File: config.mk
export PLATFORM = sky130hd
export DESIGN_NAME = sit_div
export DESIGN_NICKNAME = d
export VERILOG_FILES = /design/src/sv/sit_pkg.sv /design/src/sv/sit_div.sv
export SDC_FILE = /design/constraint.sdc
export NUM_CORES = 1
export LEC_CHECK = 0
export BUFFER_PORTS_ARGS = -buffer_cell sky130_fd_sc_hd__buf_2
export CAP_MARGIN = 20
export CORE_MARGIN = 10
export CORE_UTILIZATION = 50
export CTS_BUF_LIST = sky130_fd_sc_hd__clkbuf_4 sky130_fd_sc_hd__clkbuf_8
export DETAILED_ROUTE_END_ITERATION = 8
export GPL_ROUTABILITY_DRIVEN = 0
export HOLD_SLACK_MARGIN = 0.02
export PLACE_DENSITY = 0.86
export SKIP_LAST_GASP = 1
export SYNTH_ARGS = -nofsm -noshare
export SYNTH_HDL_FRONTEND = slang
export SYNTH_SLANG_ARGS = --single-unit
File: constraint.sdc
create_clock -name clk -period 3.1 [get_ports clk]
set_input_delay 0.31 -clock clk [delete_from_list [all_inputs] [get_ports clk]]
set_output_delay 0.31 -clock clk [all_outputs]
set_load 0.02 [all_outputs]
File: src/sv/sit_pkg.sv
// shared types, widths and codes for the sampled index table
package sit_pkg;

  // fixed field widths
  localparam int SIT_ELEM_W      = 32;
  localparam int SIT_POS_W       = 48;
  localparam int SIT_IDX_W       = 10;
  localparam int SIT_CMD_W       = 2;
  localparam int SIT_BITS_W      = 16;
  localparam int SIT_STATUS_W    = 2;
  localparam int SIT_CFG_IDX_W   = 2;
  localparam int SIT_MAX_SAMPLES = 1024;

  // request commands
  typedef enum logic [SIT_CMD_W-1:0] {
    CMD_ADD    = 2'd0,
    CMD_LOOKUP = 2'd1,
    CMD_NEXT   = 2'd2,
    CMD_CHECK  = 2'd3
  } sit_cmd_t;

  // result status codes
  typedef enum logic [SIT_STATUS_W-1:0] {
    ST_OK   = 2'd0,
    ST_WRAP = 2'd1,
    ST_ERR  = 2'd2
  } sit_status_t;

  // configuration register indexes
  typedef enum logic [SIT_CFG_IDX_W-1:0] {
    REG_PAGE_MODE = 2'd0,
    REG_RATE      = 2'd1,
    REG_FIRST_POS = 2'd2
  } sit_cfg_reg_t;

  // sequencer states
  typedef enum logic [3:0] {
    S_IDLE,
    S_DECODE,
    S_DIV,
    S_SRCH,
    S_SWAIT,
    S_NREAD,
    S_NWAIT,
    S_FETCH,
    S_FWAIT
  } sit_state_t;

  // strobes from the sequencer to the checkpoint store
  typedef struct packed {
    logic wr;
    logic rd_pos;
    logic rd_elem;
  } sit_store_ctl_t;

endpackage

File: src/sv/sit_div.sv
// sequential restoring divider, one quotient bit per cycle
module sit_div import sit_pkg::*; #(
  parameter int W = SIT_ELEM_W
) (
  input  logic         clk,
  input  logic         rst,
  input  logic         start,
  input  logic [W-1:0] dividend,
  input  logic [W-1:0] divisor,
  output logic         done,
  output logic [W-1:0] quotient,
  output logic [W-1:0] remainder
);

  localparam int CNT_W = (W > 1) ? $clog2(W) : 1;

  logic             busy;
  logic [CNT_W-1:0] cnt;
  logic [W-1:0]     quo;
  logic [W-1:0]     rem;
  logic [W:0]       trial;
  logic [W:0]       diff;
  logic             fits;

  // shift in the next dividend bit and try the subtraction
  always_comb begin
    trial = {rem, quo[W-1]};
    diff  = trial - {1'b0, divisor};
    fits  = trial >= {1'b0, divisor};
  end

  // control
  always_ff @(posedge clk) begin
    if (rst) begin
      busy <= 1'b0;
      done <= 1'b0;
      cnt  <= '0;
    end else begin
      done <= 1'b0;
      if (start) begin
        busy <= 1'b1;
        cnt  <= '0;
      end else if (busy) begin
        cnt <= cnt + CNT_W'(1);
        if (cnt == CNT_W'(W - 1)) begin
          busy <= 1'b0;
          done <= 1'b1;
        end
      end
    end
  end

  // datapath
  always_ff @(posedge clk) begin
    if (start) begin
      quo <= dividend;
      rem <= '0;
    end else if (busy) begin
      if (fits) begin
        rem <= diff[W-1:0];
        quo <= {quo[W-2:0], 1'b1};
      end else begin
        rem <= trial[W-1:0];
        quo <= {quo[W-2:0], 1'b0};
      end
    end
  end

  assign quotient  = quo;
  assign remainder = rem;

endmodule

Yosys cells after proc, flatten, opt, wreduce, memory -nomap -nowiden
Cells that the tools add are included.
{"block": "word_totals", "register_bits": 71, "input_bits": 67, "out_inout_bits": 65, "elab_cells": 21}
{"block": "op_classes", "addsub": 2, "n_lt_le_gt_ge": 1, "n_eq_ne": 1, "muxes": 8, "bitwise_logic": 1, "reduce_logical": 3}
{"op": "$mux 32", "n": 3}
{"op": "$ge 33x32->1", "n": 1}
{"op": "$sub 32x32->32", "n": 1}
{"op": "$add 5x1->5 const B", "n": 1}
{"op": "$eq 5x5->1 const B", "n": 1}
{"op": "$mux 1", "n": 5}
{"op": "$reduce_or 3->1", "n": 1}
{"op": "$reduce_bool 2->1", "n": 1}
{"op": "$reduce_or 2->1", "n": 1}
{"op": "$not 1->1", "n": 1}

Logic depth before layout (Yosys ltp)
Gate-level depths: netlist of the first run.
{"block": "depth", "word_depth": 4, "ltp_mapped": 13, "mapped_depth_nobuf": 11}

Worst setup path before layout of the first run
Ideal clock, no wire load.
{"block": "synth_timing", "kind": "register to register", "start": "reg rem[11], in the netlist remainder[11]", "end": "reg rem[9], in the netlist remainder[9]", "setup_ns": 0.091, "t_arrival_ns": 2.974, "required_ns": 3.009, "path_slack_ns": 0.035, "stages_incl_launch_ff": 11, "n_path_buf": 1, "synth_period_minus_slack_ns": 3.065, "cell_sequence": "dfxtp_1 -> ha_1 -> nand3_2 -> or2_0 -> a311o_1 -> a2111oi_4 -> nor4_4 -> or2_1 -> buf_6 -> or3_1 -> a311oi_1"}
{"block": "synth_between", "elab_chain_cells": 2}
{"item": "start, declared", "line": "sit_div.sv:20", "source": "logic [W-1:0] rem;"}
{"item": "start signal, assigned", "line": "sit_div.sv:60", "source": "rem <= diff[W-1:0];"}
{"item": "start signal, assigned", "line": "sit_div.sv:63", "source": "rem <= trial[W-1:0];"}
{"item": "$ge 33x32->1", "line": "sit_div.sv:29", "source": "fits = trial >= {1'b0, divisor};"}
{"item": "$mux 32", "line": "sit_div.sv:59", "source": "if (fits) begin"}
No other way between the ends.
A chain may end at the register's enable or synchronous reset.

Worst setup path after layout of the first run
{"block": "layout_timing", "start": "reg quo[31], in the netlist quotient[31]", "end": "reg rem[31], in the netlist remainder[31]"}
{"block": "layout_between", "elab_chain_cells": 2, "word_cells_on_any_way": 3, "cone_classes": "1 x add/sub; 1 x order compare; 1 x mux"}
{"item": "start, declared", "line": "sit_div.sv:19", "source": "logic [W-1:0] quo;"}
{"item": "start signal, assigned", "line": "sit_div.sv:56", "source": "quo <= dividend;"}
{"item": "start signal, assigned", "line": "sit_div.sv:61", "source": "quo <= {quo[W-2:0], 1'b1};"}
{"item": "start signal, assigned", "line": "sit_div.sv:64", "source": "quo <= {quo[W-2:0], 1'b0};"}
{"item": "$sub 32x32->32 / $ge 33x32->1 (equally long branches)", "line": "sit_div.sv:28, sit_div.sv:29"}
{"item": "$mux 32 *", "line": "sit_div.sv:59"}
Every way passes the cells marked *; elsewhere a longest branch is shown, timed or not.

==> summary.txt, run 1 <==
status = completed
Yosys reg bits = 71
most frequent cells in the layout = buf_2, nand2_1, buf_4
Slew headroom = 57.4%
syn_area_per_cell = 8.84 um2
busiest grt layer = met2
Int Pwr = 1.70 mW
CP Launch Type = flip-flop
Clk pin slew, worst setup/hold paths = 0.09 ns
Yosys top cell area share = 19.2%
die area = 14400 um2
drt wl/cell = 18.6 um
vias in the first global route = 5413
Final Hold Fails = 0
async set-reset flop share out of synthesis = 0%
power density over the cells = 403 nW/um2
biggest area consumer among synthesized cells = edfxtp_1
crit path max fanout = 3
Worst R2R Start = quotient[31]
clock power share = 26.3%
Seq/Total Area, Yosys = 34.9%
total of max-cap violations = 0
Die Ht = 120 um
remaining antenna violation count = 0
worst hold path cell count = 2
Max Freq = 324 MHz
Most used DFF post-synth = dfxtp_1
worst path required time = 3.38 ns
Hold Crit Start = rst
critical path class = flip-flop to flip-flop
Crit Reg-Reg Endpoint = remainder[31]
H-tree depth = 3
delay of the slowest critical-path stage = 0.46 ns
synth top area cells = edfxtp_1, dfxtp_1, ha_1
combinational share of power = 31.0%
worst slack at placement = -0.127 ns
min-delay worst type = primary input to flip-flop
CTS Root Cell = clkbuf_8
DP Wirelength = 12.4 mm
CTS hold repair buffers = 0
met3 Use GR = 5.77%
Num CTS Buffers = 9
num rows = 36
initial antenna violation count = 0
Final Power = 2.60 mW
clock sinks = 71
number of library cell types mapped by synthesis = 63
Reg2Reg Setup Slack = 0.02 ns
Post-Syn Instances = 565
layout cell share with drive strength beyond 1 = 34.7%
Final Worst Setup Slack = 0.0155 ns
GRT overflow = 0
vias per cell = 5.92
final worst path period share = 99.5%
P_leak = 2.93 nW
CTS max path bufs = 2
Crit-path slowest cell = a311o_1
Setup-failing EPs final = 0
Core Region = 9770 um2
Sw Pwr = 0.900 mW
M2 GR Usage = 37.2%
Clk Latency, worst-skew pair = 0.37 ns
fin util = 66.0%
Buf+Inv Stages, Crit Path = 2
most common cell after layout, fill and taps aside = buf_2
Post-synth EDFFs = 32
Crit. End Element = flip-flop
nets = 846
DR DRC count = 0
Post-Syn Nets = 667
post-CTS setup buffers = 0
GR Util All Layers = 21.7%
pin count of the biggest net entering global routing = 35
fin crit period = 3.08 ns
sequential share of power = 42.7%
CP cell instances = inv_1, ha_1, nor2b_2, o31ai_1, a311o_1, a21oi_2, o2111ai_1, a2111oi_2, buf_4, mux2_2, a211oi_1
worst-margin pin slew = 0.639 ns
Syn Std Cell Area = 4990 um2
DR vias = 5228
Ports = 132
Arr. time, crit path = 3.36 ns
Min-Delay Endpoint = done
first-pass GRT wire length = 26.1 mm
drt first pass iters = 6
final slew viol count = 0
Max VDD drop = 0.229 mV
GR Util met1 = 24.6%
starting density of the core = 51.1%
port bufs = 131
number of DRC markers in iteration 0 = 650
yosys warns = 0
Top delay family on crit path = compound AO/OA/AOI/OAI gates
switch share = 34.6%
hold slack = 0.140 ns
area delta synth->final = 29.2%
CTS tree = yes
clk_skew = 0.00962 ns
Total Wirelength = 16.4 mm
r2r worst-path depth = 11
die width = 120 um
[synth_stat cells (all sizes together) (4+ instances only)]
| master | number |
|---|---|
| a211oi | 4 |
| clkbuf | 13 |
| nor2 | 52 |
| a311oi | 18 |
| buf | 11 |
| nor4 | 6 |
| a21boi | 5 |
| ha | 34 |
| nand4 | 8 |
| xnor2 | 16 |
| mux2 | 34 |
| nor2b | 7 |
| a21o | 7 |
| a21oi | 34 |
| dfxtp | 39 |
| or3 | 9 |
| edfxtp | 32 |
| o21ai | 32 |
| a31oi | 7 |
| inv | 47 |
| nor3 | 8 |
| nor3b | 5 |
| o211ai | 4 |
| nand3 | 9 |
| mux2i | 13 |
| nand2 | 60 |
| xor2 | 6 |
[stage by stage]
stage,cell area [um2],setup TNS (ns),cells
after global placement,6190,-0.0938,866
after floorplan,4990,0,565
after CTS,6360,-0.0473,882
after global routing,6450,-0.456,882
final,6450,0,883
after detailed placement,6190,-1.06,866
[repair_timing]
item	in CTS	in global routing
pin swaps	1	3
endpoints found under the setup margin	10	22
gates cloned	0	0
resized for setup	2	18
[state kept, by name, indices dropped and copies added (netlist names)]
signal and flops:
busy 1, quotient 32, done 1, cnt 5, remainder 32
[final cells by class]
cell class | instances | area, um2
fill | 774 | 3320
tap | 133 | 166
clock inverter | 6 | 36.3
sequential | 71 | 1740
multi-input combinational | 423 | 3060
clock buffer | 10 | 131
antenna | 1 | 2.50
inverter | 47 | 176
timing repair buffer | 192 | 1140
[logic make-up (layout without fill, tap and decap cells)]
family                     after synthesis  count (layout)  synth area share (%)
and+or+nand+nor                        178             178                  17.2
other                                    0               1                     0
adders and majority gates               35              35                  8.92
DFF                                     71              71                  34.9
xor gates and xnor gates                22              22                  3.86
AOI/OAI and AO/OA                      141             141                  19.2
muxes                                   47              47                  10.3
buffers and inverters                   71             255                  5.69
[worst max-delay path by stage]
stage,slack [ns],startpoint,cells past startpoint,to
detailed placement,-0.13,divisor[4],12,remainder[31]
finish,0.02,quotient[31],11,remainder[31]
global route,-0.11,remainder[18],9,remainder[9]
global placement,-0.09,divisor[4],12,remainder[31]
floorplan,0.03,remainder[11],10,remainder[9]
CTS,-0.05,remainder[3],10,remainder[31]
[layer usage]
metal  up-vias  wire length (um)  share of wire [%]
li1       2427                 -                  -
met1      2411              6130                 37
met2       315              8130                 50
met3        75              1580                9.6
met4         0               557                3.4
met5         -                 0                  0
[power by group through the flow]
stage	Sequential [mW]	Clock (mW)	Combinational, mW
after floorplan	1.21	0	0.399
after global placement	1.12	0	0.745
after detailed placement	1.13	0	0.773
after CTS	1.11	0.683	0.780
after global routing	1.12	0.727	0.868
final	1.11	0.683	0.807
Power figures use the tool's default switching activity.
==> run 2: changes to the inputs <==
--- a/config.mk
+++ b/config.mk
@@ -5,7 +5,7 @@
 export SDC_FILE = /design/constraint.sdc
 export NUM_CORES = 1
 export LEC_CHECK = 0
-export BUFFER_PORTS_ARGS = -buffer_cell sky130_fd_sc_hd__buf_2
+export BUFFER_PORTS_ARGS = -buffer_cell sky130_fd_sc_hd__clkbuf_2
 export CAP_MARGIN = 20
 export CORE_MARGIN = 10
 export CORE_UTILIZATION = 50
@@ -14,6 +14,7 @@
 export GPL_ROUTABILITY_DRIVEN = 0
 export HOLD_SLACK_MARGIN = 0.02
 export PLACE_DENSITY = 0.86
+export RECOVER_POWER = 25
 export SKIP_LAST_GASP = 1
 export SYNTH_ARGS = -nofsm -noshare
 export SYNTH_HDL_FRONTEND = slang
==> run 2 against run 1 <==
- critical path depth is 2 lower
- die area unchanged
- worst hold slack improved by 0.019 ns
- utilization is 0.064 points lower
- critical endpoint is now remainder[9]
==> summary.txt, run 2 (synthesized netlist as in run 1, its figures left out) <==
DP Wirelength = 12.4 mm
fin area = 6450 um2
drt wl/cell = 18.4 um
Crit. End Element = flip-flop
worst-margin pin slew = 0.680 ns
CP Launch Type = flip-flop
worst hold path cell count = 2
Clk pin slew, worst setup/hold paths = 0.08 ns
Core Region = 9770 um2
Slew headroom = 54.7%
final slew viol count = 0
register area = 1740 um2
initial antenna violation count = 0
P_leak = 2.86 nW
RSZ-0062 raised after global routing = true
worst path required time = 3.35 ns
min-delay worst type = primary input to flip-flop
clk_skew = 0.0159 ns
total of max-cap violations = 0
vias in the first global route = 5358
port bufs = 131
area delta synth->final = 29.1%
fin util = 66.0%
remaining antenna violation count = 0
Layout fillers = 772
Total Wirelength = 16.4 mm
Max Freq = 329 MHz
die area = 14400 um2
Ports = 132
Final Hold Fails = 0
pin count of the biggest net entering global routing = 35
number of DRC markers in iteration 0 = 789
first-pass GRT wire length = 26.1 mm
DR DRC count = 0
Num CTS Buffers = 9
most common cell after layout, fill and taps aside = clkbuf_2
drt first pass iters = 8
fin crit period = 3.04 ns
CTS hold repair buffers = 0
Setup-failing EPs final = 0
critical path class = flip-flop to flip-flop
DR vias = 5321
ANT cells = 0
GRT overflow = 0
die width = 120 um
clock sinks = 71
power density over the cells = 415 nW/um2
CTS max path bufs = 2
most frequent cells in the layout = clkbuf_2, buf_4, nand2_1
Clk Latency, worst-skew pair = 0.36 ns
hold slack = 0.159 ns
num rows = 36
final worst path period share = 97.9%
nets = 854
Max VDD drop = 0.273 mV
status = completed
crit path max fanout = 12
vias per cell = 5.98
CTS tree = yes
Arr. time, crit path = 3.28 ns
multi-input logic area = 3030 um2
starting density of the core = 51.1%
Die Ht = 120 um
layout cell share with drive strength beyond 1 = 29.5%
r2r worst-path depth = 9
Placed Area = 6240 um2
H-tree depth = 3
CTS Root Cell = clkbuf_8
GR Util All Layers = 21.6%
-- run 2: changes by cell type in the layout (fill, tap and decap cells not counted), moves of 2 or more --
cell,before,now
buf_2,131,1
clkbuf_2,0,91
clkbuf_1,0,40
buf_4,59,66
a311oi_1,16,18
a311oi_2,2,0
ha_1,31,33
-- run 2: layout make-up --
class	count	share of cell area, %
Clock buffer	10	2.04
Clock inverter	6	0.931
Inverter	47	2.74
Multi-Input combinational cell	423	46.9
Sequential cell	71	27.0
Tap cell	133	2.58
Timing Repair Buffer	200	17.8
-- run 2: layer usage --
metal	global-route usage, %	up-vias	part of all wire (%)
met1	24.5	2441	38
met2	36.9	328	49
met4	9.43	0	4.5
met3	6.28	100	9.3
li1	-	2452	-
met5	0	-	0
-- run 2: path summary, 6_finish.rpt --
path,startpoint,to,slack (ns)
min,rst,busy,0.16
max reg2reg,remainder[10],remainder[9],0.06
max,remainder[10],remainder[9],0.06
min reg2reg,remainder[5],remainder[5],0.50
-- run 2: worst max-delay path: stages, from the launching register on --
cell       delay (ns)
dfxtp_1          0.35
ha_1             0.32
nand3_2          0.11
or2_0            0.24
a311o_1          0.35
a2111oi_4        0.46
nor4_4           0.09
or2_4            0.33
or3_1            0.40
a311oi_1         0.29
-- run 2: timing repair --
item	4_1_cts	5_1_grt
setup buffers	0	2
gates resized for setup	2	11
pin swaps	0	2
setup endpoints to repair	2	30
-- run 2: metrics by stage --
| step | instances | setup slack (ns) | TNS (ns) | power, mW |
|---|---|---|---|---|
| 2_1_floorplan | 565 | 0.0346 | 0 | 1.61 |
| 3_3_place_gp | 872 | -0.0981 | -0.0981 | 1.87 |
| 3_5_place_dp | 872 | -0.118 | -0.379 | 1.91 |
| 4_1_cts | 888 | 0.0230 | 0 | 2.66 |
| 5_1_grt | 890 | -0.0256 | -0.0695 | 2.79 |
| 6_report | 890 | 0.0641 | 0 | 2.68 |
-- run 2: power breakdown --
group          switching [mW]  internal (mW)
sequential             0.0515           1.06
combinational           0.466          0.332
clock                   0.387          0.379
total                   0.905           1.77
